===== src/hw/rtl/polar_obstacle_histogram_defines.svh =====
// Assertion macros used by the polar histogram back end.
`ifndef POLAR_OBSTACLE_HISTOGRAM_DEFINES_SVH
`define POLAR_OBSTACLE_HISTOGRAM_DEFINES_SVH
`ifndef ASSERT_OFF
`define POH_ASSERT(lbl, prop, msg) \
    lbl: assert property (@(posedge clk) disable iff (!rst_n) prop) else $error(msg);
`define POH_NEVER(lbl, cond, msg) `POH_ASSERT(lbl, !(cond), msg)
`else
`define POH_ASSERT(lbl, prop, msg)
`define POH_NEVER(lbl, cond, msg)
`endif
`endif


===== src/hw/rtl/poh_pkg.sv =====
// Shared types, constants and helper functions of the polar histogram.
package poh_pkg;

    localparam int SECTORS      = 72;
    localparam int SEC_W        = $clog2(SECTORS);
    localparam int CNT_W        = $clog2(SECTORS + 1);
    localparam int SPAN_W       = 9;
    localparam int RANGE_W      = 16;
    localparam int ADDR_W       = 5;
    localparam int CORDIC_STEPS = 18;
    localparam int STEP_W       = 5;
    localparam int ANG_W        = 26;
    localparam int CX_W         = 29;
    localparam int ROOT_W       = 35;

    localparam logic [RANGE_W-1:0] EMPTY_RANGE = 16'hFFFF;
    localparam logic [RANGE_W-1:0] MAX_H       = 16'd65534;
    localparam logic [RANGE_W-1:0] MIN_H       = 16'd100;
    localparam logic signed [ANG_W-1:0] QUARTER_TURN = 26'sd4194304;

    typedef enum logic [1:0] {
        OP_CLEAR = 2'd0,
        OP_POINT = 2'd1,
        OP_QUERY = 2'd2,
        OP_NONE  = 2'd3
    } op_t;

    typedef enum logic [2:0] {
        REG_MIN_RANGE  = 3'd0,
        REG_MAX_RANGE  = 3'd1,
        REG_H_ABOVE    = 3'd2,
        REG_H_BELOW    = 3'd3,
        REG_INFLATION  = 3'd4,
        REG_OFFSET_X   = 3'd5,
        REG_OFFSET_Y   = 3'd6,
        REG_OFFSET_Z   = 3'd7
    } reg_idx_t;

    typedef enum logic [1:0] {
        CMD_CLEAR,
        CMD_POINT,
        CMD_QUERY
    } cmd_kind_t;

    typedef struct packed {
        cmd_kind_t          kind;
        logic [SEC_W-1:0]   center;
        logic [SPAN_W-1:0]  span;
        logic [RANGE_W-1:0] h;
    } cmd_t;

    typedef struct packed {
        logic [14:0]        min_range_mm;
        logic [14:0]        max_range_mm;
        logic [14:0]        height_above_mm;
        logic [14:0]        height_below_mm;
        logic [14:0]        inflation_radius_mm;
        logic signed [15:0] mount_offset_x_mm;
        logic signed [15:0] mount_offset_y_mm;
        logic signed [15:0] mount_offset_z_mm;
    } cfg_t;

    typedef struct packed {
        logic full;
        logic empty;
    } q_status_t;

    typedef enum logic [2:0] {
        F_IDLE,
        F_SQ,
        F_SUM,
        F_CHK,
        F_ROOT,
        F_SPAN,
        F_CALC,
        F_PUSH
    } front_state_t;

    typedef enum logic [1:0] {
        B_IDLE,
        B_WALK,
        B_RES
    } back_state_t;

    // arctan(2^-i) in 2^24 units per turn
    function automatic logic [21:0] atan_of(input logic [STEP_W-1:0] step);
        logic [21:0] v;
        case (step)
            5'd0:    v = 22'd2097152;
            5'd1:    v = 22'd1238021;
            5'd2:    v = 22'd654136;
            5'd3:    v = 22'd332050;
            5'd4:    v = 22'd166669;
            5'd5:    v = 22'd83416;
            5'd6:    v = 22'd41718;
            5'd7:    v = 22'd20860;
            5'd8:    v = 22'd10430;
            5'd9:    v = 22'd5215;
            5'd10:   v = 22'd2608;
            5'd11:   v = 22'd1304;
            5'd12:   v = 22'd652;
            5'd13:   v = 22'd326;
            5'd14:   v = 22'd163;
            5'd15:   v = 22'd81;
            5'd16:   v = 22'd41;
            5'd17:   v = 22'd20;
            default: v = 22'd0;
        endcase
        return v;
    endfunction

    // Heading (65536 per turn) to sector, clamped at both ends.
    function automatic logic [SEC_W-1:0] sector_of(input logic signed [17:0] hd);
        logic signed [18:0] sh;
        logic [16:0]        shc;
        logic [25:0]        prod;
        logic [25:0]        idx;
        sh = 19'(hd) + 19'sd32768;
        if (sh < 0)
        begin
            shc = '0;
        end
        else if (sh > 19'sd65536)
        begin
            shc = 17'd65536;
        end
        else
        begin
            shc = sh[16:0];
        end
        prod = 26'(shc) * 26'(SECTORS);
        idx  = prod >> 16;
        if (idx >= 26'(SECTORS))
        begin
            idx = 26'(SECTORS - 1);
        end
        return idx[SEC_W-1:0];
    endfunction

endpackage


===== src/hw/rtl/poh_queue.sv =====
// Two-entry command queue between front and back ends.
module poh_queue (
    input  logic               clk,
    input  logic               rst_n,
    input  logic               push,
    input  poh_pkg::cmd_t       push_cmd,
    input  logic               pop,
    output poh_pkg::cmd_t       head,
    output poh_pkg::q_status_t  stat
);
    import poh_pkg::*;

    cmd_t       ent_reg [2];
    logic       wr_ptr_reg, rd_ptr_reg;
    logic [1:0] count_reg;

    always_ff @(posedge clk or negedge rst_n)
    begin
        if (!rst_n)
        begin
            wr_ptr_reg <= 1'b0;
            rd_ptr_reg <= 1'b0;
            count_reg  <= '0;
        end
        else
        begin
            if (push)
            begin
                wr_ptr_reg <= ~wr_ptr_reg;
            end
            if (pop)
            begin
                rd_ptr_reg <= ~rd_ptr_reg;
            end
            count_reg <= count_reg + {1'b0, push} - {1'b0, pop};
        end
    end

    always_ff @(posedge clk)
    begin
        if (push)
        begin
            ent_reg[wr_ptr_reg] <= push_cmd;
        end
    end

    assign head       = ent_reg[rd_ptr_reg];
    assign stat.full  = (count_reg == 2'd2);
    assign stat.empty = (count_reg == 2'd0);

endmodule


===== config.mk =====
export PLATFORM = sky130hd
export DESIGN_NAME = poh_queue
export DESIGN_NICKNAME = d
export VERILOG_FILES = /design/src/hw/rtl/polar_obstacle_histogram_defines.svh /design/src/hw/rtl/poh_pkg.sv /design/src/hw/rtl/poh_queue.sv
export SDC_FILE = /design/constraint.sdc
export NUM_CORES = 1
export LEC_CHECK = 0
export BUFFER_PORTS_ARGS = -buffer_cell sky130_fd_sc_hd__clkbuf_2
export CAP_MARGIN = 30
export CORE_MARGIN = 8
export CORE_UTILIZATION = 54
export CTS_BUF_LIST = sky130_fd_sc_hd__clkbuf_8
export CTS_CLUSTER_DIAMETER = 200
export DETAILED_ROUTE_END_ITERATION = 10
export HOLD_SLACK_MARGIN = 0.08
export PLACE_DENSITY_LB_ADDON = 0.15
export SLEW_MARGIN = 20
export SYNTH_ARGS = -nofsm -noshare
export SYNTH_HDL_FRONTEND = slang
export SYNTH_SLANG_ARGS = --single-unit

===== constraint.sdc =====
create_clock -name clk -period 2.86 [get_ports clk]
set_input_delay 0.429 -clock clk [delete_from_list [all_inputs] [get_ports clk]]
set_output_delay 0.429 -clock clk [all_outputs]
set_load 0.01 [all_outputs]

==> metrics.md <==
| Metric | Value |
|---|---|
| Die Area | roughly 7700 sq um |
| Wire length after detailed routing | 4732 microns |
| Termination of the worst setup path | head[30] |
| Insertion delay of the later-clocked pin in the worst-skew pair | approximately 0.33 ns |
| Hold WS | 0.2918 ns |
| Final Max Slew Viols | 0 |
| Clock Tree Root | sky130_fd_sc_hd__clkbuf_8 |
| Flip-flop count of the largest register, all copies and words added | 68 |
| Max Fclk | 0.4352 GHz |
| CP Class | flop to output port |
| Layout Cell Area excl Fill | roughly 3400 sq um |
| All-Layer GR Usage | a little over an eighth |
| Initial cell density of the core | between 50% and 60% |
| Final worst path period share | roughly four fifths |
| Cells resized by post-CTS repair | 0 |
| Detailed-route vias per instance | 4.821 |
| Remaining Overflow, GRT | 0 |
| Number of different library cells in the post-synthesis netlist | 13 |
| H-tree Lvls | 3 |
| Source of the critical timing path | rd_ptr_reg |
| Number of global-route vias before repair | 1519 |
| Instance area at placement | 3216 sq um |
| Fraction of layout instances using a drive strength above 1 | between 50% and 60% |
| Slew at the pin closest to its max-slew limit | between 0.8 and 0.9 ns |
| R2r worst-path depth | 2 |
| Library cell occupying the most area in the post-synthesis netlist | sky130_fd_sc_hd__edfxtp_1 |
| Via total after detailed routing | approximately 1400 |
| IR drop worst, VDD | 0.0005560 V |
| Maximum number of pins on one net before global-route repair | 35 |
| PwrDens | approximately 960 nW/um^2 |
| Clock network power share | ~22% |
| Initial detailed-routing violation count | between 70 and 80 |
| Gate power share | between 30% and 40% |
| Launch instance of the worst min-delay path | push_cmd[17] |
| Total Power | 3.256 mW |
| Number of search-and-repair iterations in the first detailed-routing pass | 3 |
| Most numerous cell types in the synthesized netlist | sky130_fd_sc_hd__edfxtp_1 (68), sky130_fd_sc_hd__mux2_4 (29), sky130_fd_sc_hd__mux2_2 (5) |
| EDFF count, synth | around 70 |
| Count of clock tree sinks | 72 |
| Port-buffer cells | 73 |
| Fin cells | 280 |
| Vert. Die Dim | around 88 microns |
| Nature of the critical path endpoint | output port |
| Sequential area share after synthesis | between 70 and 80% |
| Worst slew margin | 46.01% |
| Top cell type's share of synthesized area | 72.89% |
| WP data required | 2.43 ns |
| Clock tree from TritonCTS | yes |
| DP Worst Slack | about 0.9 ns |
| Number of inserted diodes | 0 |
| Switching fraction of total power | 28.32% |
| First-pass GRT wire length | approximately 7300 microns |
| Gate count of the mapped netlist | ~120 |
| Top fanout value on the critical path | 20 |
| Startpoint kind of the worst setup timing path | flop |
| Setup TNS after final layout | 0 ns |
| Async set-reset flop share out of synthesis | roughly 5.6% |
| Commonest register cell after synthesis | sky130_fd_sc_hd__edfxtp_1 |
| Area added between synthesis and finish | 21.57% |
| Maximum number of buffers from clock root to sink | 2 |
| Final setup vio count | 0 |
| Utilization after layout | 67.54% |
| Placed cell count | between 200 and 300 |
| Launch instance of the worst register-to-register path | wr_ptr_reg |
| Sw Pwr | around 900 uW |
| Width of the die | 88.03 microns |
| Hold/Removal Path Class | primary input to flop |
| Routed WL per cell | approximately 17 microns |
| IO Count | 74 |
| Clock transition at the registers of the reported paths | about 0.070 ns |
| Core Area | between 5000 and 6000 sq um |
| Routability cong. | 0.6218 |
| Post-layout minimum cycle time | 2.298 ns |
| Leakage power total | roughly 1.4 nW |
| Library cell with the highest instance count after synthesis | sky130_fd_sc_hd__edfxtp_1 |
| Run status | finished, final reports clean |
| Sequential power share | between 40% and 50% |
| Final layout net count | ~250 |
| Cells taking the most area after synthesis | sky130_fd_sc_hd__edfxtp_1 (73%), sky130_fd_sc_hd__mux2_4 (16%), sky130_fd_sc_hd__dfrtp_1 (3.6%) |
| Final worst slack | ~0.56 ns |
| Reg-to-Reg End | ent_reg[0][3] |
| Number of remaining DRC errors | 0 |
| Crit path arrival time | approximately 1.9 ns |
| Antenna violations before repair | 0 |
| P_int | 2.334 mW |
| Ys Warns | 0 |
| Cell area after synthesis | ~2800 sq um |
| Flop2flop setup slack | between 1 and 1.5 ns |
| DRT antenna net count | 0 |
| Final count of hold timing violations | 0 |
| Sum of net half-perimeters after detailed placement | 3400 microns |
| Rows | 26 |
| Post-synthesis net count | about 160 |
| CTS buffer count | 9 |
| RSZ-0062 raised after global routing | false |
| Mean area per synthesized cell | ~23 sq um |
| Clock tree skew after final layout | about 0.0080 ns |
| Max-cap violations | 0 |
| FF+latch count, synth | 72 |
-- critical path, cell delays in order, from the launching register on --
cell	delay, ns
sky130_fd_sc_hd__dfrtp_2	0.72
sky130_fd_sc_hd__buf_4	0.36
sky130_fd_sc_hd__mux2_4	0.33
sky130_fd_sc_hd__clkbuf_2	0.14
-- kinds of logic (layout without fill, tap and decap cells) --
logic type | after synthesis | in the layout | synth area share (%)
buffers and inverters | 6 | 95 | 2.814
and+or+nand+nor | 4 | 4 | 0.8039
DFF | 72 | 72 | 76.46
muxes | 34 | 34 | 17.55
xor gates and xnor gates | 3 | 3 | 1.474
adders and majority gates | 2 | 2 | 0.8931
-- power by group through the flow --
stage / registers (mW) / logic (mW) / clock network [mW]
floorplan: 1.48 / 0.836 / 0
global placement: 1.55 / 1.01 / 0
detailed placement: 1.57 / 1.03 / 0
CTS: 1.54 / 1.03 / 0.723
global route: 1.56 / 1.09 / 0.782
finish: 1.54 / 1.01 / 0.706
-- final cells by class --
cell class / count / area, sq um
flip-flops and latches: 72 / 2143
repair buffers: 77 / 397.9
fillers: 343 / 1637
multi-input cells: 43 / 589.3
clock inverters: 4 / 15.01
well taps: 70 / 87.58
clock buffers: 12 / 165.2
inverters: 2 / 7.507
-- per-layer routing --
metal | share of wire [%] | global-route usage, %
met5 | 0 | 0
met2 | 53 | 23.26
met1 | 36 | 12.99
met4 | 0.93 | 3.994
met3 | 9.4 | 6.473
-- cell usage in the layout (no fill, tap or decap), types with 2 or more instances in the layout --
master and n:
sky130_fd_sc_hd__ha_1 2, sky130_fd_sc_hd__xor2_1 2, sky130_fd_sc_hd__mux2_4 29, sky130_fd_sc_hd__clkbuf_8 12
sky130_fd_sc_hd__buf_4 3, sky130_fd_sc_hd__edfxtp_1 68, sky130_fd_sc_hd__dfrtp_1 3, sky130_fd_sc_hd__clkbuf_2 73
sky130_fd_sc_hd__mux2_2 5, sky130_fd_sc_hd__inv_1 6
-- worst min-delay path by stage --
stage / endpoint / slack [ns] / cells past startpoint
6_report: ent_reg[0][17] / 0.29 / 1
5_1_grt: ent_reg[1][14] / 0.26 / 1
4_1_cts: ent_reg[1][33] / 0.28 / 1
3_5_place_dp: count_reg[0] / 0.24 / 1
3_3_place_gp: count_reg[0] / 0.24 / 1
2_1_floorplan: count_reg[0] / 0.13 / 0
-- what timing repair did --
item / in CTS / in global routing
hold buffers: 1 / 0
hold endpoints to repair: 4 / 0
buffers inserted: 0 / 0
Note: power is estimated with default switching activity, not from simulation.
