[config.mk]
export PLATFORM = sky130hd
export DESIGN_NAME = poh_front_flat
export DESIGN_NICKNAME = d
export VERILOG_FILES = /design/src/hw/rtl/polar_obstacle_histogram_defines.svh /design/src/hw/rtl/poh_pkg.sv /design/src/hw/rtl/poh_if.sv /design/src/hw/rtl/poh_cordic.sv /design/src/hw/rtl/poh_front.sv /design/src/flat_wrapper.sv
export SDC_FILE = /design/constraint.sdc
export NUM_CORES = 2
export LEC_CHECK = 0
export ABC_AREA = 1
export ABC_CLOCK_PERIOD_IN_PS = 8000
export BUFFER_PORTS_ARGS = -buffer_cell sky130_fd_sc_hd__buf_2
export CORE_ASPECT_RATIO = 1.5
export CORE_MARGIN = 8
export CORE_UTILIZATION = 55
export CTS_BUF_LIST = sky130_fd_sc_hd__clkbuf_8 sky130_fd_sc_hd__clkbuf_16
export CTS_CLUSTER_DIAMETER = 30
export DETAILED_ROUTE_END_ITERATION = 12
export GPL_ROUTABILITY_DRIVEN = 0
export PLACE_DENSITY = 0.83
export SLEW_MARGIN = 30
export SYNTH_ARGS = -nofsm -noshare
export SYNTH_HDL_FRONTEND = slang
export SYNTH_SLANG_ARGS = --single-unit
[constraint.sdc]
create_clock -name clk -period 8 [get_ports clk]
set_input_delay 0 -clock clk [delete_from_list [all_inputs] [get_ports clk]]
set_output_delay 0 -clock clk [all_outputs]
set_load 0.01 [all_outputs]
[src/hw/rtl/polar_obstacle_histogram_defines.svh]
// Assertion macros used by the polar histogram back end.
`ifndef POLAR_OBSTACLE_HISTOGRAM_DEFINES_SVH
`define POLAR_OBSTACLE_HISTOGRAM_DEFINES_SVH
`ifndef ASSERT_OFF
`define POH_ASSERT(lbl, prop, msg) \
    lbl: assert property (@(posedge clk) disable iff (!rst_n) prop) else $error(msg);
`define POH_NEVER(lbl, cond, msg) `POH_ASSERT(lbl, !(cond), msg)
`else
`define POH_ASSERT(lbl, prop, msg)
`define POH_NEVER(lbl, cond, msg)
`endif
`endif

[src/hw/rtl/poh_pkg.sv]
// Shared types, constants and helper functions of the polar histogram.
package poh_pkg;

    localparam int SECTORS      = 72;
    localparam int SEC_W        = $clog2(SECTORS);
    localparam int CNT_W        = $clog2(SECTORS + 1);
    localparam int SPAN_W       = 9;
    localparam int RANGE_W      = 16;
    localparam int ADDR_W       = 5;
    localparam int CORDIC_STEPS = 18;
    localparam int STEP_W       = 5;
    localparam int ANG_W        = 26;
    localparam int CX_W         = 29;
    localparam int ROOT_W       = 35;

    localparam logic [RANGE_W-1:0] EMPTY_RANGE = 16'hFFFF;
    localparam logic [RANGE_W-1:0] MAX_H       = 16'd65534;
    localparam logic [RANGE_W-1:0] MIN_H       = 16'd100;
    localparam logic signed [ANG_W-1:0] QUARTER_TURN = 26'sd4194304;

    typedef enum logic [1:0] {
        OP_CLEAR = 2'd0,
        OP_POINT = 2'd1,
        OP_QUERY = 2'd2,
        OP_NONE  = 2'd3
    } op_t;

    typedef enum logic [2:0] {
        REG_MIN_RANGE  = 3'd0,
        REG_MAX_RANGE  = 3'd1,
        REG_H_ABOVE    = 3'd2,
        REG_H_BELOW    = 3'd3,
        REG_INFLATION  = 3'd4,
        REG_OFFSET_X   = 3'd5,
        REG_OFFSET_Y   = 3'd6,
        REG_OFFSET_Z   = 3'd7
    } reg_idx_t;

    typedef enum logic [1:0] {
        CMD_CLEAR,
        CMD_POINT,
        CMD_QUERY
    } cmd_kind_t;

    typedef struct packed {
        cmd_kind_t          kind;
        logic [SEC_W-1:0]   center;
        logic [SPAN_W-1:0]  span;
        logic [RANGE_W-1:0] h;
    } cmd_t;

    typedef struct packed {
        logic [14:0]        min_range_mm;
        logic [14:0]        max_range_mm;
        logic [14:0]        height_above_mm;
        logic [14:0]        height_below_mm;
        logic [14:0]        inflation_radius_mm;
        logic signed [15:0] mount_offset_x_mm;
        logic signed [15:0] mount_offset_y_mm;
        logic signed [15:0] mount_offset_z_mm;
    } cfg_t;

    typedef struct packed {
        logic full;
        logic empty;
    } q_status_t;

    typedef enum logic [2:0] {
        F_IDLE,
        F_SQ,
        F_SUM,
        F_CHK,
        F_ROOT,
        F_SPAN,
        F_CALC,
        F_PUSH
    } front_state_t;

    typedef enum logic [1:0] {
        B_IDLE,
        B_WALK,
        B_RES
    } back_state_t;

    // arctan(2^-i) in 2^24 units per turn
    function automatic logic [21:0] atan_of(input logic [STEP_W-1:0] step);
        logic [21:0] v;
        case (step)
            5'd0:    v = 22'd2097152;
            5'd1:    v = 22'd1238021;
            5'd2:    v = 22'd654136;
            5'd3:    v = 22'd332050;
            5'd4:    v = 22'd166669;
            5'd5:    v = 22'd83416;
            5'd6:    v = 22'd41718;
            5'd7:    v = 22'd20860;
            5'd8:    v = 22'd10430;
            5'd9:    v = 22'd5215;
            5'd10:   v = 22'd2608;
            5'd11:   v = 22'd1304;
            5'd12:   v = 22'd652;
            5'd13:   v = 22'd326;
            5'd14:   v = 22'd163;
            5'd15:   v = 22'd81;
            5'd16:   v = 22'd41;
            5'd17:   v = 22'd20;
            default: v = 22'd0;
        endcase
        return v;
    endfunction

    // Heading (65536 per turn) to sector, clamped at both ends.
    function automatic logic [SEC_W-1:0] sector_of(input logic signed [17:0] hd);
        logic signed [18:0] sh;
        logic [16:0]        shc;
        logic [25:0]        prod;
        logic [25:0]        idx;
        sh = 19'(hd) + 19'sd32768;
        if (sh < 0)
        begin
            shc = '0;
        end
        else if (sh > 19'sd65536)
        begin
            shc = 17'd65536;
        end
        else
        begin
            shc = sh[16:0];
        end
        prod = 26'(shc) * 26'(SECTORS);
        idx  = prod >> 16;
        if (idx >= 26'(SECTORS))
        begin
            idx = 26'(SECTORS - 1);
        end
        return idx[SEC_W-1:0];
    endfunction

endpackage

[src/hw/rtl/poh_if.sv]
// Valid/ready channel interfaces for input words and result words.
interface poh_in_if;
    logic        valid;
    logic        ready;
    logic [1:0]  operation;
    logic [15:0] point_x_mm;
    logic [15:0] point_y_mm;
    logic [15:0] point_z_mm;
    logic        point_finite;
    logic [15:0] query_heading;
    logic [14:0] query_half_angle;

    modport source (output valid, operation, point_x_mm, point_y_mm, point_z_mm,
                    point_finite, query_heading, query_half_angle, input ready);
    modport sink   (input valid, operation, point_x_mm, point_y_mm, point_z_mm,
                    point_finite, query_heading, query_half_angle, output ready);
endinterface


[src/hw/rtl/poh_cordic.sv]
// Iterative vectoring CORDIC, one micro-rotation per cycle.
module poh_cordic (
    input  logic                          clk,
    input  logic                          rst_n,
    input  logic                          start,
    input  logic signed [17:0]            x_in,
    input  logic signed [17:0]            y_in,
    output logic                          done,
    output logic signed [poh_pkg::ANG_W-1:0] angle
);
    import poh_pkg::*;

    logic signed [CX_W-1:0]  cx_reg, cy_reg;
    logic signed [ANG_W-1:0] cz_reg;
    logic [STEP_W-1:0]       step_reg;
    logic                    run_reg, done_reg;

    logic signed [CX_W-1:0]  xs, ys, dx, dy;
    logic signed [ANG_W-1:0] at;

    always_comb
    begin
        xs = CX_W'(x_in) <<< 8;
        ys = CX_W'(y_in) <<< 8;
        dx = cy_reg >>> step_reg;
        dy = cx_reg >>> step_reg;
        at = signed'(ANG_W'(atan_of(step_reg)));
    end

    always_ff @(posedge clk or negedge rst_n)
    begin
        if (!rst_n)
        begin
            run_reg  <= 1'b0;
            done_reg <= 1'b0;
            step_reg <= '0;
        end
        else
        begin
            done_reg <= 1'b0;
            if (start)
            begin
                run_reg  <= 1'b1;
                step_reg <= '0;
            end
            else if (run_reg)
            begin
                if (step_reg == STEP_W'(CORDIC_STEPS - 1))
                begin
                    run_reg  <= 1'b0;
                    done_reg <= 1'b1;
                end
                step_reg <= step_reg + 1'b1;
            end
        end
    end

    always_ff @(posedge clk)
    begin
        if (start)
        begin
            // pre-rotate the left half plane by a quarter turn
            if (xs < 0)
            begin
                if (ys >= 0)
                begin
                    cx_reg <= ys;
                    cy_reg <= -xs;
                    cz_reg <= QUARTER_TURN;
                end
                else
                begin
                    cx_reg <= -ys;
                    cy_reg <= xs;
                    cz_reg <= -QUARTER_TURN;
                end
            end
            else
            begin
                cx_reg <= xs;
                cy_reg <= ys;
                cz_reg <= '0;
            end
        end
        else if (run_reg)
        begin
            if (cy_reg > 0)
            begin
                cx_reg <= cx_reg + dx;
                cy_reg <= cy_reg - dy;
                cz_reg <= cz_reg + at;
            end
            else
            begin
                cx_reg <= cx_reg - dx;
                cy_reg <= cy_reg + dy;
                cz_reg <= cz_reg - at;
            end
        end
    end

    assign done  = done_reg;
    assign angle = cz_reg;

endmodule

[src/hw/rtl/poh_front.sv]
// Front end: accepts words, filters points, finds sector, range and span.
module poh_front (
    input  logic              clk,
    input  logic              rst_n,
    poh_in_if.sink            req,
    input  poh_pkg::cfg_t      cfg,
    input  poh_pkg::q_status_t q_stat,
    output logic              q_push,
    output poh_pkg::cmd_t      q_cmd
);
    import poh_pkg::*;

    front_state_t state_reg, state_next;

    logic signed [17:0] x_reg, y_reg, z_reg;
    logic [33:0]        xx_reg, yy_reg, zz_reg;
    logic [29:0]        mn2_reg, mx2_reg;
    logic [ROOT_W-1:0]  h2_reg, d2_reg;
    logic [ROOT_W-1:0]  rv_reg, rr_reg, rbit_reg;
    logic [24:0]        a_reg;
    cmd_t               cmd_reg;

    logic                    cordic_start, cordic_done;
    logic signed [17:0]      cx, cy;
    logic signed [ANG_W-1:0] angle;

    logic                    drop;
    logic [RANGE_W-1:0]      h_val, hm;
    logic signed [ANG_W-1:0] zr;
    logic signed [17:0]      hd;
    logic [ROOT_W-1:0]       rsum;
    logic [24:0]             qprod;
    logic [34:0]             pprod;
    op_t                     op;

    poh_cordic u_cordic (
        .clk   (clk),
        .rst_n (rst_n),
        .start (cordic_start),
        .x_in  (cx),
        .y_in  (cy),
        .done  (cordic_done),
        .angle (angle)
    );

    always_comb
    begin
        op    = op_t'(req.operation);
        drop  = (d2_reg < ROOT_W'(mn2_reg)) || (d2_reg > ROOT_W'(mx2_reg)) ||
                (h2_reg == '0) ||
                (z_reg < -signed'(18'(cfg.height_above_mm))) ||
                (z_reg > signed'(18'(cfg.height_below_mm)));
        h_val = (rr_reg > ROOT_W'(MAX_H)) ? MAX_H : rr_reg[RANGE_W-1:0];
        hm    = (h_val < MIN_H) ? MIN_H : h_val;
        zr    = angle + ANG_W'(128);
        hd    = 18'(zr >>> 8);
        rsum  = rr_reg + rbit_reg;
        qprod = 25'(req.query_half_angle) * 25'(SECTORS) + 25'(16'hFFFF);
        pprod = 35'(a_reg) * 35'(SECTORS) + 35'(24'hFFFFFF);
    end

    always_comb
    begin
        state_next   = state_reg;
        cordic_start = 1'b0;
        cx           = '0;
        cy           = '0;
        q_push       = 1'b0;
        req.ready    = (state_reg == F_IDLE);
        case (state_reg)
            F_IDLE:
            begin
                if (req.valid)
                begin
                    case (op)
                        OP_CLEAR, OP_QUERY: state_next = F_PUSH;
                        OP_POINT:
                        begin
                            if (req.point_finite)
                            begin
                                state_next = F_SQ;
                            end
                        end
                        default: state_next = F_IDLE;
                    endcase
                end
            end
            F_SQ:  state_next = F_SUM;
            F_SUM: state_next = F_CHK;
            F_CHK:
            begin
                if (drop)
                begin
                    state_next = F_IDLE;
                end
                else
                begin
                    cordic_start = 1'b1;
                    cx           = x_reg;
                    cy           = y_reg;
                    state_next   = F_ROOT;
                end
            end
            F_ROOT:
            begin
                // square root settles before the heading CORDIC reports done
                if (cordic_done)
                begin
                    if (cfg.inflation_radius_mm == '0)
                    begin
                        state_next = F_PUSH;
                    end
                    else
                    begin
                        cordic_start = 1'b1;
                        cx           = signed'(18'(hm));
                        cy           = signed'(18'(cfg.inflation_radius_mm));
                        state_next   = F_SPAN;
                    end
                end
            end
            F_SPAN:
            begin
                if (cordic_done)
                begin
                    state_next = F_CALC;
                end
            end
            F_CALC: state_next = F_PUSH;
            F_PUSH:
            begin
                if (!q_stat.full)
                begin
                    q_push     = 1'b1;
                    state_next = F_IDLE;
                end
            end
            default: state_next = F_IDLE;
        endcase
    end

    always_ff @(posedge clk or negedge rst_n)
    begin
        if (!rst_n)
        begin
            state_reg <= F_IDLE;
        end
        else
        begin
            state_reg <= state_next;
        end
    end

    always_ff @(posedge clk)
    begin
        case (state_reg)
            F_IDLE:
            begin
                if (req.valid)
                begin
                    x_reg <= 18'(signed'(req.point_x_mm)) + 18'(cfg.mount_offset_x_mm);
                    y_reg <= 18'(signed'(req.point_y_mm)) + 18'(cfg.mount_offset_y_mm);
                    z_reg <= 18'(signed'(req.point_z_mm)) + 18'(cfg.mount_offset_z_mm);
                    cmd_reg.kind   <= (op == OP_CLEAR) ? CMD_CLEAR : CMD_QUERY;
                    cmd_reg.center <= sector_of(18'(signed'(req.query_heading)));
                    cmd_reg.span   <= SPAN_W'(qprod >> 16);
                    cmd_reg.h      <= '0;
                end
            end
            F_SQ:
            begin
                xx_reg  <= 34'(36'(x_reg) * 36'(x_reg));
                yy_reg  <= 34'(36'(y_reg) * 36'(y_reg));
                zz_reg  <= 34'(36'(z_reg) * 36'(z_reg));
                mn2_reg <= 30'(cfg.min_range_mm) * 30'(cfg.min_range_mm);
                mx2_reg <= 30'(cfg.max_range_mm) * 30'(cfg.max_range_mm);
            end
            F_SUM:
            begin
                h2_reg <= ROOT_W'(xx_reg) + ROOT_W'(yy_reg);
                d2_reg <= ROOT_W'(xx_reg) + ROOT_W'(yy_reg) + ROOT_W'(zz_reg);
            end
            F_CHK:
            begin
                rv_reg   <= h2_reg;
                rr_reg   <= '0;
                rbit_reg <= ROOT_W'(1) << 32;
            end
            F_ROOT:
            begin
                // restoring square root, one result bit per cycle
                if (rbit_reg != '0)
                begin
                    if (rv_reg >= rsum)
                    begin
                        rv_reg <= rv_reg - rsum;
                        rr_reg <= (rr_reg >> 1) + rbit_reg;
                    end
                    else
                    begin
                        rr_reg <= rr_reg >> 1;
                    end
                    rbit_reg <= rbit_reg >> 2;
                end
                if (cordic_done)
                begin
                    cmd_reg.kind   <= CMD_POINT;
                    cmd_reg.center <= sector_of(hd);
                    cmd_reg.span   <= '0;
                    cmd_reg.h      <= h_val;
                end
            end
            F_SPAN:
            begin
                if (cordic_done)
                begin
                    a_reg <= (angle < 0) ? '0 : angle[24:0];
                end
            end
            F_CALC:
            begin
                cmd_reg.span <= SPAN_W'(pprod >> 24);
            end
            default:
            begin
            end
        endcase
    end

    assign q_cmd = cmd_reg;

endmodule

[src/flat_wrapper.sv]
// flat-port wrapper written by rule: the top's interface ports become plain ports
module poh_front_flat import poh_pkg::*;
  (clk, rst_n, cfg, q_stat, q_push, q_cmd, req_valid, req_operation, req_point_x_mm, req_point_y_mm, req_point_z_mm, req_point_finite, req_query_heading, req_query_half_angle, req_ready);
  poh_in_if req_i ();
  input  logic clk;
  input  logic rst_n;
  input  poh_pkg::cfg_t cfg;
  input  poh_pkg::q_status_t q_stat;
  output logic q_push;
  output poh_pkg::cmd_t q_cmd;
  input wire logic [$bits(req_i.valid)-1:0] req_valid;
  input wire logic [$bits(req_i.operation)-1:0] req_operation;
  input wire logic [$bits(req_i.point_x_mm)-1:0] req_point_x_mm;
  input wire logic [$bits(req_i.point_y_mm)-1:0] req_point_y_mm;
  input wire logic [$bits(req_i.point_z_mm)-1:0] req_point_z_mm;
  input wire logic [$bits(req_i.point_finite)-1:0] req_point_finite;
  input wire logic [$bits(req_i.query_heading)-1:0] req_query_heading;
  input wire logic [$bits(req_i.query_half_angle)-1:0] req_query_half_angle;
  output wire logic [$bits(req_i.ready)-1:0] req_ready;
  assign req_i.valid = req_valid;
  assign req_i.operation = req_operation;
  assign req_i.point_x_mm = req_point_x_mm;
  assign req_i.point_y_mm = req_point_y_mm;
  assign req_i.point_z_mm = req_point_z_mm;
  assign req_i.point_finite = req_point_finite;
  assign req_i.query_heading = req_query_heading;
  assign req_i.query_half_angle = req_query_half_angle;
  assign req_ready = req_i.ready;
  poh_front u_core (.clk(clk), .rst_n(rst_n), .req(req_i), .cfg(cfg), .q_stat(q_stat), .q_push(q_push), .q_cmd(q_cmd));
endmodule
==> metrics.yaml <==
clock_network:
  clkTransAtPathRegs_ns: 0.05
  clock_path_buffers: 3
  cts_tree: "yes"
  cts-buffers-inserted: 101
  cts_resized: 0
  clk_latency_ns: 0.74
  cts.sinks: 518
  cts_root_buffer: "clkbuf_16"
  cts-htree-levels: 3
final_layout:
  register_area_um2: 15500
  final_nets: 13000
  fill_cells: 12200
  final_layout_size_suffix_gt1_frac: 0.0617
  mostFrequentLayoutCell: "inv_1"
  multiInputGateArea_um2: 60200
  final_cell_mix: "inv_1 (2344), nand2_1 (2094), fa_1 (1101)"
  final_area_um2: 94300
  fin_cells: 12900
  syn_to_final_growth_pct: 10.1
timing:
  skew_ns: 0.0650
  rsz0062_at_grt: "no"
  period_needed_ns: 6.89
  finalCritPeriodShare: 0.861
  tns_ns: 0
  slew_headroom: 0.322
  slew_viol_final: 0
  tightest_slew_ns: 1.02
  hold_violations: 0
  finalSetupViolCount: 0
  achievable-frequency_mhz: 145
  timing.hold.ws_ns: 0.0262
logic_synthesis:
  synthesis.area_um2: 85700
  synthFlopType: "edfxtp_1"
  netlist_instances: 10400
  yosysWarnings: 0
  synth_edf_count: 508
  ys_ff_latch: 518
  syn_nets: 12700
  avgSynthCellArea_um2: 8.22
  synth-async-reset-ratio: 0.0193
  synth_cell_types: 72
  yosysSeqAreaShare: 0.181
die:
  ios: 246
  die_w_um: 338
  initial_core_util: 0.554
  num_rows: 177
  fp.dieH_um: 499
  coreArea_um2: 155000
  die_area_um2: 169000
routing:
  first_pass_iters: 10
  drc: 0
  postRouteAntennaNets: 0
  finalWirelength_um: 232000
  initialDrtViolationCount: 6224
  routed-via-count: 72800
  post_drt_wl_per_cell_um: 18.0
  via_per_inst: 5.64
setup_path:
  crit_path_start_kind: "flip-flop"
  rrSetupSlack_ns: 1.11
  path_max_fanout: 20
  critPathRequiredTime_ns: 8.48
  worst_path_max_delay_cell: "edfxtp_1"
  cpLargestDelayFamily: "adder cells"
  path_buf_inv: 6
  path_class: "flip-flop to flip-flop"
  endpoint_kind: "flip-flop"
  critical_path.cell_chain: "nand2_1 -> fa_1 -> inv_1 -> fa_1 -> inv_1 -> fa_1 -> inv_1 -> fa_1 -> inv_1 -> fa_1 -> inv_1 -> fa_1 -> ha_1 -> a21oi_1 -> inv_1 -> a21oi_1 -> o221ai_1 -> o21bai_1 -> a21oi_1 -> o21ai_1 -> a31oi_1 -> o21ai_1 -> xor2_1"
  cp.arrival_ns: 7.37
  worst_path_largest_cell_delay_ns: 1.02
run_status:
  outcome: "finished, final reports clean"
grt:
  grt_overflow: 0
  antenna_found_initial: 5
  grt_pass1_wl_um: 376000
  grt_max_degree: 97
  grt_usage: 0.270
  grt_pass1_vias: 77500
placed_design:
  placement.io_buffers: 244
  dp.cells: 12500
  dp_hpwl_um: 185000
  place_area_um2: 88800
run:
  maxCapViolations: 0
hold_path:
  min_path_type: "primary input to flip-flop"
-- cell type report --
class,instances,share of cell area
Clock inverter,88,0.0115
Antenna cell,1,0.0000265
Timing Repair Buffer,478,0.0366
Clock buffer,104,0.0273
Inverter,2373,0.0944
Sequential cell,518,0.164
Tap cell,2058,0.0273
Multi-Input combinational cell,7278,0.638
-- cell usage after synthesis (21+ instances only) --
| cell | n | area share |
|---|---|---|
| a21o_1 | 31 | 0.0027 |
| fa_1 | 1101 | 0.26 |
| nor4_1 | 33 | 0.0024 |
| nand4_1 | 74 | 0.0054 |
| nand3_1 | 284 | 0.017 |
| nor2_1 | 538 | 0.024 |
| xnor2_1 | 210 | 0.021 |
| edfxtp_1 | 508 | 0.18 |
| nor3_1 | 67 | 0.0039 |
| buf_2 | 32 | 0.0019 |
| o21a_1 | 26 | 0.0023 |
| nand2_1 | 2095 | 0.092 |
| o21ai_1 | 149 | 0.0087 |
| ha_1 | 925 | 0.14 |
| o211ai_1 | 46 | 0.0040 |
| a21oi_1 | 609 | 0.036 |
| clkbuf_1 | 174 | 0.0076 |
| inv_1 | 2337 | 0.10 |
| xor2_1 | 330 | 0.034 |
| or2_2 | 46 | 0.0034 |
| o21ai_0 | 356 | 0.021 |
| buf_1 | 21 | 0.00092 |
| a31oi_1 | 38 | 0.0028 |
| inv_2 | 33 | 0.0014 |
| nand2_2 | 22 | 0.0016 |
| o21bai_1 | 45 | 0.0039 |
-- layer usage --
layer,vias to the layer above,global-route usage,routed length (µm)
li1,33400,-,-
met2,3472,0.490,118000
met4,4,0.185,18600
met5,-,0,24
met1,34800,0.284,78900
met3,1160,0.0465,17100
-- worst register-to-register path: stages, from the launching register on --
cell	delay [ns]
edfxtp_1	1.02
nand2_1	0.19
fa_1	0.58
inv_1	0.06
fa_1	0.49
inv_1	0.06
fa_1	0.50
inv_1	0.06
fa_1	0.48
inv_1	0.05
fa_1	0.54
inv_1	0.06
fa_1	0.47
ha_1	0.36
a21oi_1	0.14
inv_1	0.05
a21oi_1	0.15
o221ai_1	0.12
o21bai_1	0.21
a21oi_1	0.27
o21ai_1	0.14
a31oi_1	0.34
o21ai_1	0.14
xor2_1	0.15
-- path summary, 6_finish.rpt --
check	start	endpoint	depth (start not counted)
setup reg to reg	u_core.z_reg[2]	u_core.zz_reg[32]	23
setup / recovery	u_core.z_reg[2]	u_core.zz_reg[32]	23
min in group asynchronous	rst_n	u_core.u_cordic.step_reg[3]	3
max in group asynchronous	rst_n	u_core.u_cordic.step_reg[0]	3
hold / removal	req_point_y_mm[5]	u_core.y_reg[6]	5
hold reg to reg	u_core.h2_reg[1]	u_core.rv_reg[1]	2
-- what timing repair did --
item / 4_1_cts / 5_1_grt
hold buffers: 180 / 0
hold endpoints to repair: 90 / 0
buffers inserted: 0 / 0
-- stage by stage --
step	utilization	setup WS, ns
after floorplan	-	0.145
after global placement	0.574	1.31
after detailed placement	0.574	1.18
after CTS	0.609	1.19
after global routing	0.609	0.802
final	0.609	1.11
-- kinds of logic after synthesis --
logic type | after synthesis | synth area share
mux | 19 | 0.00222
other cells | 1 | 0.0000438
fa+ha+maj | 2026 | 0.392
simple gates | 3243 | 0.157
compound gates | 1449 | 0.0953
xor+xnor | 540 | 0.0552
buf+inv | 2623 | 0.117
flops | 518 | 0.181
Power is not shown: default switching activity piles up to over one toggle a cycle in this logic, so the estimate is an artifact.
