===== config.mk =====
export PLATFORM = sky130hd
export DESIGN_NAME = poh_back_flat
export DESIGN_NICKNAME = d
export VERILOG_FILES = /design/src/hw/rtl/poh_pkg.sv /design/src/hw/rtl/poh_if.sv /design/src/hw/rtl/poh_back.sv /design/src/flat_wrapper.sv
export VERILOG_INCLUDE_DIRS = /design/src /design/src/hw/rtl
export SDC_FILE = /design/constraint.sdc
export NUM_CORES = 1
export LEC_CHECK = 0
export BUFFER_PORTS_ARGS = -buffer_cell sky130_fd_sc_hd__buf_2
export CORE_UTILIZATION = 50
export CTS_CLUSTER_SIZE = 30
export DETAILED_ROUTE_END_ITERATION = 8
export PLACE_DENSITY = 0.66
export RECOVER_POWER = 25
export SETUP_SLACK_MARGIN = 0.1
export SYNTH_ARGS = -nofsm -noshare
export SYNTH_HDL_FRONTEND = slang
export SYNTH_SLANG_ARGS = --single-unit

===== constraint.sdc =====
create_clock -name clk -period 6.3 [get_ports clk]
set_clock_uncertainty 0.05 [all_clocks]
set_input_delay 0.315 -clock clk [delete_from_list [all_inputs] [get_ports clk]]
set_output_delay 0.315 -clock clk [all_outputs]
set_load 0.1 [all_outputs]

===== src/hw/rtl/polar_obstacle_histogram_defines.svh =====
// Assertion macros used by the polar histogram back end.
`ifndef POLAR_OBSTACLE_HISTOGRAM_DEFINES_SVH
`define POLAR_OBSTACLE_HISTOGRAM_DEFINES_SVH
`ifndef ASSERT_OFF
`define POH_ASSERT(lbl, prop, msg) \
    lbl: assert property (@(posedge clk) disable iff (!rst_n) prop) else $error(msg);
`define POH_NEVER(lbl, cond, msg) `POH_ASSERT(lbl, !(cond), msg)
`else
`define POH_ASSERT(lbl, prop, msg)
`define POH_NEVER(lbl, cond, msg)
`endif
`endif


===== src/hw/rtl/poh_pkg.sv =====
// Shared types, constants and helper functions of the polar histogram.
package poh_pkg;

    localparam int SECTORS      = 72;
    localparam int SEC_W        = $clog2(SECTORS);
    localparam int CNT_W        = $clog2(SECTORS + 1);
    localparam int SPAN_W       = 9;
    localparam int RANGE_W      = 16;
    localparam int ADDR_W       = 5;
    localparam int CORDIC_STEPS = 18;
    localparam int STEP_W       = 5;
    localparam int ANG_W        = 26;
    localparam int CX_W         = 29;
    localparam int ROOT_W       = 35;

    localparam logic [RANGE_W-1:0] EMPTY_RANGE = 16'hFFFF;
    localparam logic [RANGE_W-1:0] MAX_H       = 16'd65534;
    localparam logic [RANGE_W-1:0] MIN_H       = 16'd100;
    localparam logic signed [ANG_W-1:0] QUARTER_TURN = 26'sd4194304;

    typedef enum logic [1:0] {
        OP_CLEAR = 2'd0,
        OP_POINT = 2'd1,
        OP_QUERY = 2'd2,
        OP_NONE  = 2'd3
    } op_t;

    typedef enum logic [2:0] {
        REG_MIN_RANGE  = 3'd0,
        REG_MAX_RANGE  = 3'd1,
        REG_H_ABOVE    = 3'd2,
        REG_H_BELOW    = 3'd3,
        REG_INFLATION  = 3'd4,
        REG_OFFSET_X   = 3'd5,
        REG_OFFSET_Y   = 3'd6,
        REG_OFFSET_Z   = 3'd7
    } reg_idx_t;

    typedef enum logic [1:0] {
        CMD_CLEAR,
        CMD_POINT,
        CMD_QUERY
    } cmd_kind_t;

    typedef struct packed {
        cmd_kind_t          kind;
        logic [SEC_W-1:0]   center;
        logic [SPAN_W-1:0]  span;
        logic [RANGE_W-1:0] h;
    } cmd_t;

    typedef struct packed {
        logic [14:0]        min_range_mm;
        logic [14:0]        max_range_mm;
        logic [14:0]        height_above_mm;
        logic [14:0]        height_below_mm;
        logic [14:0]        inflation_radius_mm;
        logic signed [15:0] mount_offset_x_mm;
        logic signed [15:0] mount_offset_y_mm;
        logic signed [15:0] mount_offset_z_mm;
    } cfg_t;

    typedef struct packed {
        logic full;
        logic empty;
    } q_status_t;

    typedef enum logic [2:0] {
        F_IDLE,
        F_SQ,
        F_SUM,
        F_CHK,
        F_ROOT,
        F_SPAN,
        F_CALC,
        F_PUSH
    } front_state_t;

    typedef enum logic [1:0] {
        B_IDLE,
        B_WALK,
        B_RES
    } back_state_t;

    // arctan(2^-i) in 2^24 units per turn
    function automatic logic [21:0] atan_of(input logic [STEP_W-1:0] step);
        logic [21:0] v;
        case (step)
            5'd0:    v = 22'd2097152;
            5'd1:    v = 22'd1238021;
            5'd2:    v = 22'd654136;
            5'd3:    v = 22'd332050;
            5'd4:    v = 22'd166669;
            5'd5:    v = 22'd83416;
            5'd6:    v = 22'd41718;
            5'd7:    v = 22'd20860;
            5'd8:    v = 22'd10430;
            5'd9:    v = 22'd5215;
            5'd10:   v = 22'd2608;
            5'd11:   v = 22'd1304;
            5'd12:   v = 22'd652;
            5'd13:   v = 22'd326;
            5'd14:   v = 22'd163;
            5'd15:   v = 22'd81;
            5'd16:   v = 22'd41;
            5'd17:   v = 22'd20;
            default: v = 22'd0;
        endcase
        return v;
    endfunction

    // Heading (65536 per turn) to sector, clamped at both ends.
    function automatic logic [SEC_W-1:0] sector_of(input logic signed [17:0] hd);
        logic signed [18:0] sh;
        logic [16:0]        shc;
        logic [25:0]        prod;
        logic [25:0]        idx;
        sh = 19'(hd) + 19'sd32768;
        if (sh < 0)
        begin
            shc = '0;
        end
        else if (sh > 19'sd65536)
        begin
            shc = 17'd65536;
        end
        else
        begin
            shc = sh[16:0];
        end
        prod = 26'(shc) * 26'(SECTORS);
        idx  = prod >> 16;
        if (idx >= 26'(SECTORS))
        begin
            idx = 26'(SECTORS - 1);
        end
        return idx[SEC_W-1:0];
    endfunction

endpackage


===== src/hw/rtl/poh_if.sv =====


interface poh_out_if;
    logic        valid;
    logic        ready;
    logic [15:0] corridor_clearance_mm;
    logic [7:0]  center_sector;

    modport source (output valid, corridor_clearance_mm, center_sector, input ready);
    modport sink   (input valid, corridor_clearance_mm, center_sector, output ready);
endinterface


===== src/hw/rtl/poh_back.sv =====
// Back end: sector store, clears, min-update walk for points, min search for queries.
`include "polar_obstacle_histogram_defines.svh"
module poh_back (
    input  logic               clk,
    input  logic               rst_n,
    input  poh_pkg::cmd_t       cmd,
    input  poh_pkg::q_status_t  q_stat,
    output logic               q_pop,
    poh_out_if.source          rsp
);
    import poh_pkg::*;

    back_state_t state_reg, state_next;

    logic [RANGE_W-1:0] mem [SECTORS];
    logic [SECTORS-1:0] valid_reg, valid_next;
    logic [RANGE_W-1:0] rd_data_reg;
    logic               rd_ok_reg;
    logic               rd_pend_reg, rd_pend_next;
    logic [SEC_W-1:0]   wr_addr_reg;
    logic [SEC_W-1:0]   addr_reg, addr_next;
    logic [CNT_W-1:0]   left_reg, left_next;
    cmd_kind_t          kind_reg, kind_next;
    logic [RANGE_W-1:0] h_reg, h_next;
    logic [SEC_W-1:0]   center_reg, center_next;
    logic [RANGE_W-1:0] best_reg, best_next;
    logic               out_valid_reg, out_valid_next;
    logic [RANGE_W-1:0] out_range_reg;
    logic [SEC_W-1:0]   out_center_reg;

    logic               wr_en, out_load;
    logic [RANGE_W-1:0] cur;
    logic [SPAN_W:0]    start_raw;
    logic [SPAN_W:0]    walk_len;
    logic [SEC_W-1:0]   start;
    logic [CNT_W-1:0]   cnt;

    always_comb
    begin
        cur       = rd_ok_reg ? rd_data_reg : EMPTY_RANGE;
        start_raw = (SPAN_W+1)'(cmd.center) + (SPAN_W+1)'(SECTORS) - (SPAN_W+1)'(cmd.span);
        if (start_raw >= (SPAN_W+1)'(SECTORS))
        begin
            start_raw = start_raw - (SPAN_W+1)'(SECTORS);
        end
        // a full-circle walk ignores the start, so any wrap leftover is harmless
        start    = (start_raw >= (SPAN_W+1)'(SECTORS)) ? '0 : start_raw[SEC_W-1:0];
        walk_len = {cmd.span, 1'b1};
        cnt      = (walk_len >= (SPAN_W+1)'(SECTORS)) ? CNT_W'(SECTORS) : CNT_W'(walk_len);
    end

    always_comb
    begin
        state_next   = state_reg;
        q_pop        = 1'b0;
        addr_next    = addr_reg;
        left_next    = left_reg;
        rd_pend_next = 1'b0;
        valid_next   = valid_reg;
        best_next    = best_reg;
        kind_next    = kind_reg;
        h_next       = h_reg;
        center_next  = center_reg;
        wr_en        = 1'b0;
        out_load     = 1'b0;
        case (state_reg)
            B_IDLE:
            begin
                if (!q_stat.empty)
                begin
                    q_pop = 1'b1;
                    if (cmd.kind == CMD_CLEAR)
                    begin
                        valid_next = '0;
                    end
                    else
                    begin
                        kind_next   = cmd.kind;
                        h_next      = cmd.h;
                        center_next = cmd.center;
                        addr_next   = start;
                        left_next   = cnt;
                        best_next   = EMPTY_RANGE;
                        state_next  = B_WALK;
                    end
                end
            end
            B_WALK:
            begin
                if (left_reg != '0)
                begin
                    rd_pend_next = 1'b1;
                    left_next    = left_reg - 1'b1;
                    addr_next    = (addr_reg == SEC_W'(SECTORS - 1)) ? '0 : addr_reg + 1'b1;
                end
                if (rd_pend_reg)
                begin
                    if (kind_reg == CMD_POINT && cur > h_reg)
                    begin
                        wr_en                   = 1'b1;
                        valid_next[wr_addr_reg] = 1'b1;
                    end
                    if (kind_reg == CMD_QUERY && cur < best_reg)
                    begin
                        best_next = cur;
                    end
                end
                if (left_reg == '0 && !rd_pend_reg)
                begin
                    state_next = (kind_reg == CMD_QUERY) ? B_RES : B_IDLE;
                end
            end
            B_RES:
            begin
                if (!out_valid_reg || rsp.ready)
                begin
                    out_load   = 1'b1;
                    state_next = B_IDLE;
                end
            end
            default: state_next = B_IDLE;
        endcase
        out_valid_next = out_load ? 1'b1 : (rsp.ready ? 1'b0 : out_valid_reg);
    end

    always_ff @(posedge clk or negedge rst_n)
    begin
        if (!rst_n)
        begin
            state_reg     <= B_IDLE;
            valid_reg     <= '0;
            rd_pend_reg   <= 1'b0;
            left_reg      <= '0;
            out_valid_reg <= 1'b0;
        end
        else
        begin
            state_reg     <= state_next;
            valid_reg     <= valid_next;
            rd_pend_reg   <= rd_pend_next;
            left_reg      <= left_next;
            out_valid_reg <= out_valid_next;
        end
    end

    always_ff @(posedge clk)
    begin
        addr_reg    <= addr_next;
        kind_reg    <= kind_next;
        h_reg       <= h_next;
        center_reg  <= center_next;
        best_reg    <= best_next;
        rd_data_reg <= mem[addr_reg];
        rd_ok_reg   <= valid_reg[addr_reg];
        wr_addr_reg <= addr_reg;
        if (wr_en)
        begin
            mem[wr_addr_reg] <= h_reg;
        end
        if (out_load)
        begin
            out_range_reg  <= best_reg;
            out_center_reg <= center_reg;
        end
    end

    assign rsp.valid                 = out_valid_reg;
    assign rsp.corridor_clearance_mm = out_range_reg;
    assign rsp.center_sector         = 8'(out_center_reg);

    `POH_ASSERT(a_out_from_res, $rose(out_valid_reg) |-> $past(state_reg == B_RES), "result without search")
    `POH_ASSERT(a_clear_empties, (q_pop && cmd.kind == CMD_CLEAR) |=> (valid_reg == '0), "clear missed")
    `POH_ASSERT(a_pend_in_walk, rd_pend_reg |-> $past(state_reg == B_WALK), "stray read")
    `POH_NEVER(a_left_bound, left_reg > CNT_W'(SECTORS), "walk longer than store")

endmodule


===== src/flat_wrapper.sv =====
// flat-port wrapper written by rule: the top's interface ports become plain ports
module poh_back_flat import poh_pkg::*;
  (clk, rst_n, cmd, q_stat, q_pop, rsp_valid, rsp_corridor_clearance_mm, rsp_center_sector, rsp_ready);
  poh_out_if rsp_i ();
  input  logic clk;
  input  logic rst_n;
  input  poh_pkg::cmd_t cmd;
  input  poh_pkg::q_status_t q_stat;
  output logic q_pop;
  output wire logic [$bits(rsp_i.valid)-1:0] rsp_valid;
  output wire logic [$bits(rsp_i.corridor_clearance_mm)-1:0] rsp_corridor_clearance_mm;
  output wire logic [$bits(rsp_i.center_sector)-1:0] rsp_center_sector;
  input wire logic [$bits(rsp_i.ready)-1:0] rsp_ready;
  assign rsp_valid = rsp_i.valid;
  assign rsp_corridor_clearance_mm = rsp_i.corridor_clearance_mm;
  assign rsp_center_sector = rsp_i.center_sector;
  assign rsp_i.ready = rsp_ready;
  poh_back u_core (.clk(clk), .rst_n(rst_n), .cmd(cmd), .q_stat(q_stat), .q_pop(q_pop), .rsp(rsp_i));
endmodule

==> results of run 1 <==
==> routing by layer <==
metal / vias to the layer above / share of wire (%) / wire length [um]
met4: 0 / 2.3 / 2790
met3: 183 / 7.1 / 8670
met5: - / 0 / 0
met1: 13834 / 41 / 50400
met2: 1059 / 49 / 60100
li1: 10878 / - / -
==> worst reg2reg max path, cell delays in order (launching register included) <==
cell and delay (ps):
edfxtp_1 320, clkbuf_2 2460, nand3_1 490, or3_1 520, a21boi_1 290, nor2_1 80, mux2_2 260, a211oi_1 180
==> logic make-up (layout without fill, tap and decap cells) <==
| kind of cell | count (synthesis) | count (layout) | share of synthesized area [%] |
|---|---|---|---|
| flops | 1330 | 1330 | 74.5 |
| simple gates | 328 | 328 | 3.08 |
| buf+inv | 207 | 501 | 1.55 |
| fa+ha+maj | 46 | 46 | 1.11 |
| compound gates | 189 | 189 | 2.50 |
| mux | 412 | 412 | 17.1 |
| xor+xnor | 13 | 13 | 0.216 |
| other cells | 1 | 5 | 0.00711 |
==> placed cells by master, fill, tap and decap left out, types with 7 or more instances in the layout <==
| cell | Yosys | final |
|---|---|---|
| dfxtp_1 | 24 | 24 |
| o31ai_1 | 45 | 45 |
| nand2_1 | 111 | 110 |
| nand4_1 | 7 | 7 |
| mux2i_1 | 19 | 19 |
| edfxtp_1 | 1223 | 1223 |
| nor3_1 | 59 | 11 |
| clkbuf_8 | 0 | 9 |
| clkinv_1 | 0 | 23 |
| inv_1 | 54 | 54 |
| a21oi_1 | 24 | 23 |
| buf_2 | 23 | 44 |
| nand3b_1 | 7 | 7 |
| nor4_2 | 0 | 20 |
| nor2_1 | 32 | 30 |
| nor2b_1 | 10 | 9 |
| xnor2_1 | 8 | 8 |
| dfrtp_1 | 83 | 83 |
| clkbuf_1 | 97 | 58 |
| or3_1 | 13 | 13 |
| buf_4 | 1 | 94 |
| mux4_2 | 390 | 390 |
| clkbuf_16 | 0 | 143 |
| clkinv_2 | 0 | 13 |
| nand2b_1 | 30 | 30 |
| or2_2 | 17 | 17 |
| o21ai_0 | 36 | 36 |
| nor3_4 | 0 | 15 |
| nand3_1 | 13 | 13 |
| ha_1 | 45 | 45 |
| dlygate4sd3_1 | 0 | 32 |
| bufinv_16 | 0 | 10 |
| o21a_1 | 20 | 20 |
| o41ai_1 | 26 | 26 |
| a22oi_1 | 7 | 7 |
| nor3_2 | 0 | 33 |
| a211oi_1 | 7 | 7 |
| inv_6 | 0 | 7 |
==> timing repair <==
| item | CTS | global route |
|---|---|---|
| buffers inserted | 0 | 0 |
| hold endpoints to repair | 80 | 0 |
| hold buffers | 32 | 0 |
==> final timing paths <==
path	to	depth (start not counted)	from
min	u_core.left_reg[3]	4	cmd[18]
max in group asynchronous	u_core.valid_reg[57]	3	rst_n
max	u_core.addr_reg[5]	7	u_core.addr_reg[2]
max reg2reg	u_core.addr_reg[5]	7	u_core.addr_reg[2]
min reg2reg	u_core.out_center_reg[1]	0	u_core.center_reg[1]
min in group asynchronous	u_core.state_reg[1]	3	rst_n
==> where the power goes <==
part | internal (mW) | total, mW | switching (mW)
Sequential | 9.87 | 10.1 | 0.189
Combinational | 3.41 | 7.47 | 4.06
Clock | 4.67 | 7.92 | 3.25
==> layout make-up <==
| class | count | area (um2) |
|---|---|---|
| Fill cell | 7432 | 43900 |
| Sequential cell | 1330 | 39300 |
| Multi-Input combinational cell | 989 | 13100 |
| Clock buffer | 186 | 3830 |
| Tap cell | 1380 | 1730 |
| Timing Repair Buffer | 203 | 1470 |
| Clock inverter | 58 | 567 |
| Inverter | 54 | 203 |
| Antenna cell | 4 | 10.0 |
==> reports/summary.txt, run 1 <==
Final setup viols - 0
Worst-Skew Late Latency - 740 ps
worst-path cell chain - clkbuf_2, nand3_1, or3_1, a21boi_1, nor2_1, mux2_2, a211oi_1
die area - 107000 um2
I/O pin count - 65
cts repair resizes - 0
Async SR Flop Fraction - 6.24%
M2 GR Usage - 37.7%
dpl cells - 3924
Cell variety after synth - 54
grt peak-use layer - met2
vias in the first global route - 26573
Final Total Pwr - 25.5 mW
run status - finished with violations
nets@finish - 2800
IO buf count - 62
DP HPWL - 69600 um
grt total ovfl - 0
Hold Vio Cnt, Final - 0
worst min path class - in -> reg
pre-CTS setup slack - 2050 ps
Initial Util - 50.7%
biggest area consumer among synthesized cells - edfxtp_1
Slew @ Worst Pin - 3610 ps
worst vdd ir - 0.000306 V
DP Area - 55600 um2
minimum clock period - 4840 ps
top cell type's share of synthesized area - 69.6%
largest net degree at the start of global routing - 114
number of synthesized flops with an enable pin - 1223
Avg WL per Cell - 29.0 um
max FFs per register - 1152
CTS tree - built
RD Place Congestion - 0.865
top post-synthesis cells by area - edfxtp_1 (70%), mux4_2 (17%), dfrtp_1 (3.9%), ha_1 (1.1%), dfxtp_1 (0.91%)
clk buf depth - 3
Tcrit/Tclk final - 76.9%
root buffer cell - clkbuf_16
Design Area, Final - 60200 um2
RSZ-0062 raised after global routing - false
Core Area - 104000 um2
std cell rows - 118
Buf+Inv Stages, Crit Path - 1
kind of cell adding the most delay to the critical path - buffers and inverters
total global routing track utilization - 23.3%
Post-Syn Instances - 2526
max-cap viol count - 9
pwr/cell area - 423 nW/um2
number of CTS-inserted buffers - 137
vias per std cell - 6.17
slowest CP cell - clkbuf_2
final hold slack - 52.2 ps
Seq/Total Area, Yosys - 74.5%
Post-Layout Cell Count - 4204
total wire length - 122000 um
DRT Pass-1 Iters - 7
slack of the critical path - 1460 ps
Clock transition at path regs - 60 ps
DRC viols - 0
Setup CP Type - reg -> reg
post-synthesis register bit count - 1330
Antenna Nets Post-Route - 0
Synth Net Count - 2611
critical path fanouts, max - 92
maximum level of the CTS H-tree - 4
die width - 327 um
initial DRC count - 2903
met1 Use GR - 33.1%
clk sinks - 1330
M3 GR Usage - 3.89%
FMAX - 0.207 GHz
die height - 327 um
most numerous cell in the Yosys netlist - edfxtp_1
Synth Warn # - 0
initial antenna violation count - 6
first-pass GRT wire length - 179000 um
R2R setup slack - 1460 ps
crit path DAT - 5330 ps
routed via count - 25954
Avg Cell Area, Syn - 20.9 um2
Max-slew headroom - -140%
failing checks - capacitance limit, slew limit
CP startpoint kind - register
CP endpoint kind - register
Area growth, synth to finish - 14.2%
slowest cell delay on critical path - 2460 ps
Post-Synthesis Cell Area - 52700 um2
Top FF cell, synth - edfxtp_1
CP Data Required Time - 6790 ps
Post-synth top cells - edfxtp_1 (1223), mux4_2 (390), nand2_1 (111), clkbuf_1 (97), dfrtp_1 (83)
count of pins over their slew limit - 544
Setup TNS - 0 ps
layout cells sized above 1 - 29.0%
Leak - 19.5 nW
final core utilization - 57.9%
Note: power is estimated with default switching activity, not from simulation.
==> run 2: changes to the inputs <==
PLACE_DENSITY = 0.68   (was 0.66)
clock period = 4.1 ns   (was 6.3 ns; I/O delays follow)
==> reports/summary.txt, run 2 (synthesis gave the netlist of run 1 again) <==
CP startpoint kind - register
minimum clock period - 3800 ps (-1050 ps)
worst min path class - in -> reg
Post-CTS Repair Setup Buffers - 0 (unchanged)
M3 GR Usage - 4.09% (+0.19 points)
initial DRC count - 2925 (+0.76%)
Slew @ Worst Pin - 3410 ps (-193 ps)
total global routing track utilization - 22.8% (-0.43 points)
layout cells sized above 1 - 30.0% (+0.94 points)
Avg WL per Cell - 28.2 um (-2.9%)
FMAX - 0.263 GHz (+28%)
root buffer cell - clkbuf_16
Leak - 19.5 nW (+0.37%)
critical path fanouts, max - 40 (-57%)
grt total ovfl - 0 (unchanged)
die width - 327 um (unchanged)
Worst-Skew Late Latency - 730 ps (about the same)
DRC viols - 0 (unchanged)
first-pass GRT wire length - 177000 um (-1.3%)
nets@finish - 2832 (+1.1%)
std cell rows - 118 (unchanged)
Hold Vio Cnt, Final - 0 (unchanged)
slowest cell delay on critical path - 1290 ps (-1170 ps)
RD Place Congestion - 0.815 (-5.8%)
routed via count - 26116 (+0.62%)
die height - 327 um (unchanged)
commonest non-fill, non-tap cell in the layout - edfxtp_1
Clock transition at path regs - 60 ps (about the same)
cts hold-fix bufs - 34 (+6.3%)
pwr/cell area - 638 nW/um2 (+51%)
clk buf depth - 3 (unchanged)
crit path DAT - 4160 ps (-1170 ps)
CP Data Required Time - 4460 ps (-2330 ps)
max FFs per register - 1152 (unchanged)
run status - finished with violations
count of pins over their slew limit - 1113 (+100%)
IO buf count - 62 (unchanged)
cts repair resizes - 0 (unchanged)
maximum level of the CTS H-tree - 4 (unchanged)
die area - 107000 um2 (unchanged)
worst vdd ir - 0.000435 V (+42%)
initial antenna violation count - 3 (-3)
worst-path cell chain - clkbuf_2, mux4_2, mux2_2, a21oi_1, o21ai_0
met1 Use GR - 33.4% (+0.34 points)
number of CTS-inserted buffers - 133 (-2.9%)
kind of cell adding the most delay to the critical path - buffers and inverters
DRT Pass-1 Iters - 7 (unchanged)
max-cap viol count - 17 (+8)
Setup TNS - 0 ps (unchanged)
most frequent cells in the layout - edfxtp_1 (1223), mux4_2 (390), clkbuf_16 (135), nand2_1 (110), buf_4 (106)
vias per std cell - 6.18 (about the same)
Core Area - 104000 um2 (unchanged)
Tcrit/Tclk final - 92.6% (+16 points)
Buf+Inv Stages, Crit Path - 1 (unchanged)
Max-slew headroom - -127% (+13 points)
grt peak-use layer - met2
CTS tree - built
Final Total Pwr - 38.5 mW (+51%)
Initial Util - 50.7% (unchanged)
Area growth, synth to finish - 14.3% (about the same)
I/O pin count - 65 (unchanged)
Setup CP Type - reg -> reg
total wire length - 119000 um (-2.3%)
Antenna Nets Post-Route - 0 (unchanged)
CP endpoint kind - register
clk sinks - 1330 (unchanged)
RSZ-0062 raised after global routing - false
largest net degree at the start of global routing - 93 (-18%)
DP HPWL - 71200 um (+2.3%)
Final setup viols - 0 (unchanged)
M2 GR Usage - 35.5% (-2.1 points)
vias in the first global route - 26497 (-0.29%)
slowest CP cell - clkbuf_2
failing checks - capacitance limit, slew limit
[run 2: cell types whose count changed in the layout (fill, tap and decap cells not counted), sizes merged, moves of 3 or more]
| cell | previous run | this run |
|---|---|---|
| diode | 4 | 1 |
| clkinv | 36 | 54 |
| buf | 145 | 176 |
| clkbuf | 212 | 194 |
| bufinv | 10 | 7 |
[run 2: report_power, final]
part / total [mW] / internal [mW] / switching [mW]
registers: 15.5 / 15.2 / 0.285
clock network: 11.5 / 6.56 / 4.96
logic: 11.5 / 5.27 / 6.22
total: 38.5 / 27.0 / 11.5
[run 2: layout make-up]
type                            count  area, um2
Antenna cell                        1       2.50
Clock buffer                      164       3530
Clock inverter                     72        588
Fill cell                        7399      43800
Inverter                           54        203
Multi-Input combinational cell    989      13100
Sequential cell                  1330      39300
Tap cell                         1380       1730
Timing Repair Buffer              239       1890
[run 2: path summary, 6_finish.rpt]
kind	startpoint	end	slack, ps	cells after the start
max	u_core.addr_reg[3]	u_core.rd_ok_reg	300	5
min	cmd[21]	u_core.left_reg[4]	70	5
max reg2reg	u_core.addr_reg[3]	u_core.rd_ok_reg	300	5
min reg2reg	u_core.center_reg[0]	u_core.out_center_reg[0]	380	0
max in group asynchronous	rst_n	u_core.valid_reg[10]	840	4
min in group asynchronous	rst_n	u_core.valid_reg[47]	1610	4
[run 2: metal layers]
| metal | vias to the layer above | wire length (um) |
|---|---|---|
| li1 | 10946 | - |
| met1 | 13929 | 50200 |
| met2 | 1071 | 57300 |
| met3 | 168 | 8880 |
| met4 | 2 | 2690 |
| met5 | - | 13 |
[run 2: worst register-to-register path, stage by stage (launching register included)]
cell	delay, ps
edfxtp_1	310
clkbuf_2	1290
mux4_2	760
mux2_2	310
a21oi_1	370
o21ai_0	390
[run 2: stage by stage]
| stage | setup WS (ps) | std cells | instance area, um2 | hold slack [ps] | util [%] |
|---|---|---|---|---|---|
| 2_1_floorplan | -525 | 2526 | 53000 | -141 | - |
| 3_3_place_gp | 548 | 3958 | 55900 | 176 | 53.7 |
| 3_5_place_dp | 503 | 3958 | 55900 | 195 | 53.7 |
| 4_1_cts | 523 | 4228 | 60400 | 17.5 | 58.0 |
| 5_1_grt | 160 | 4228 | 60300 | 78.3 | 57.9 |
| 6_report | 303 | 4229 | 60300 | 71.4 | 57.9 |
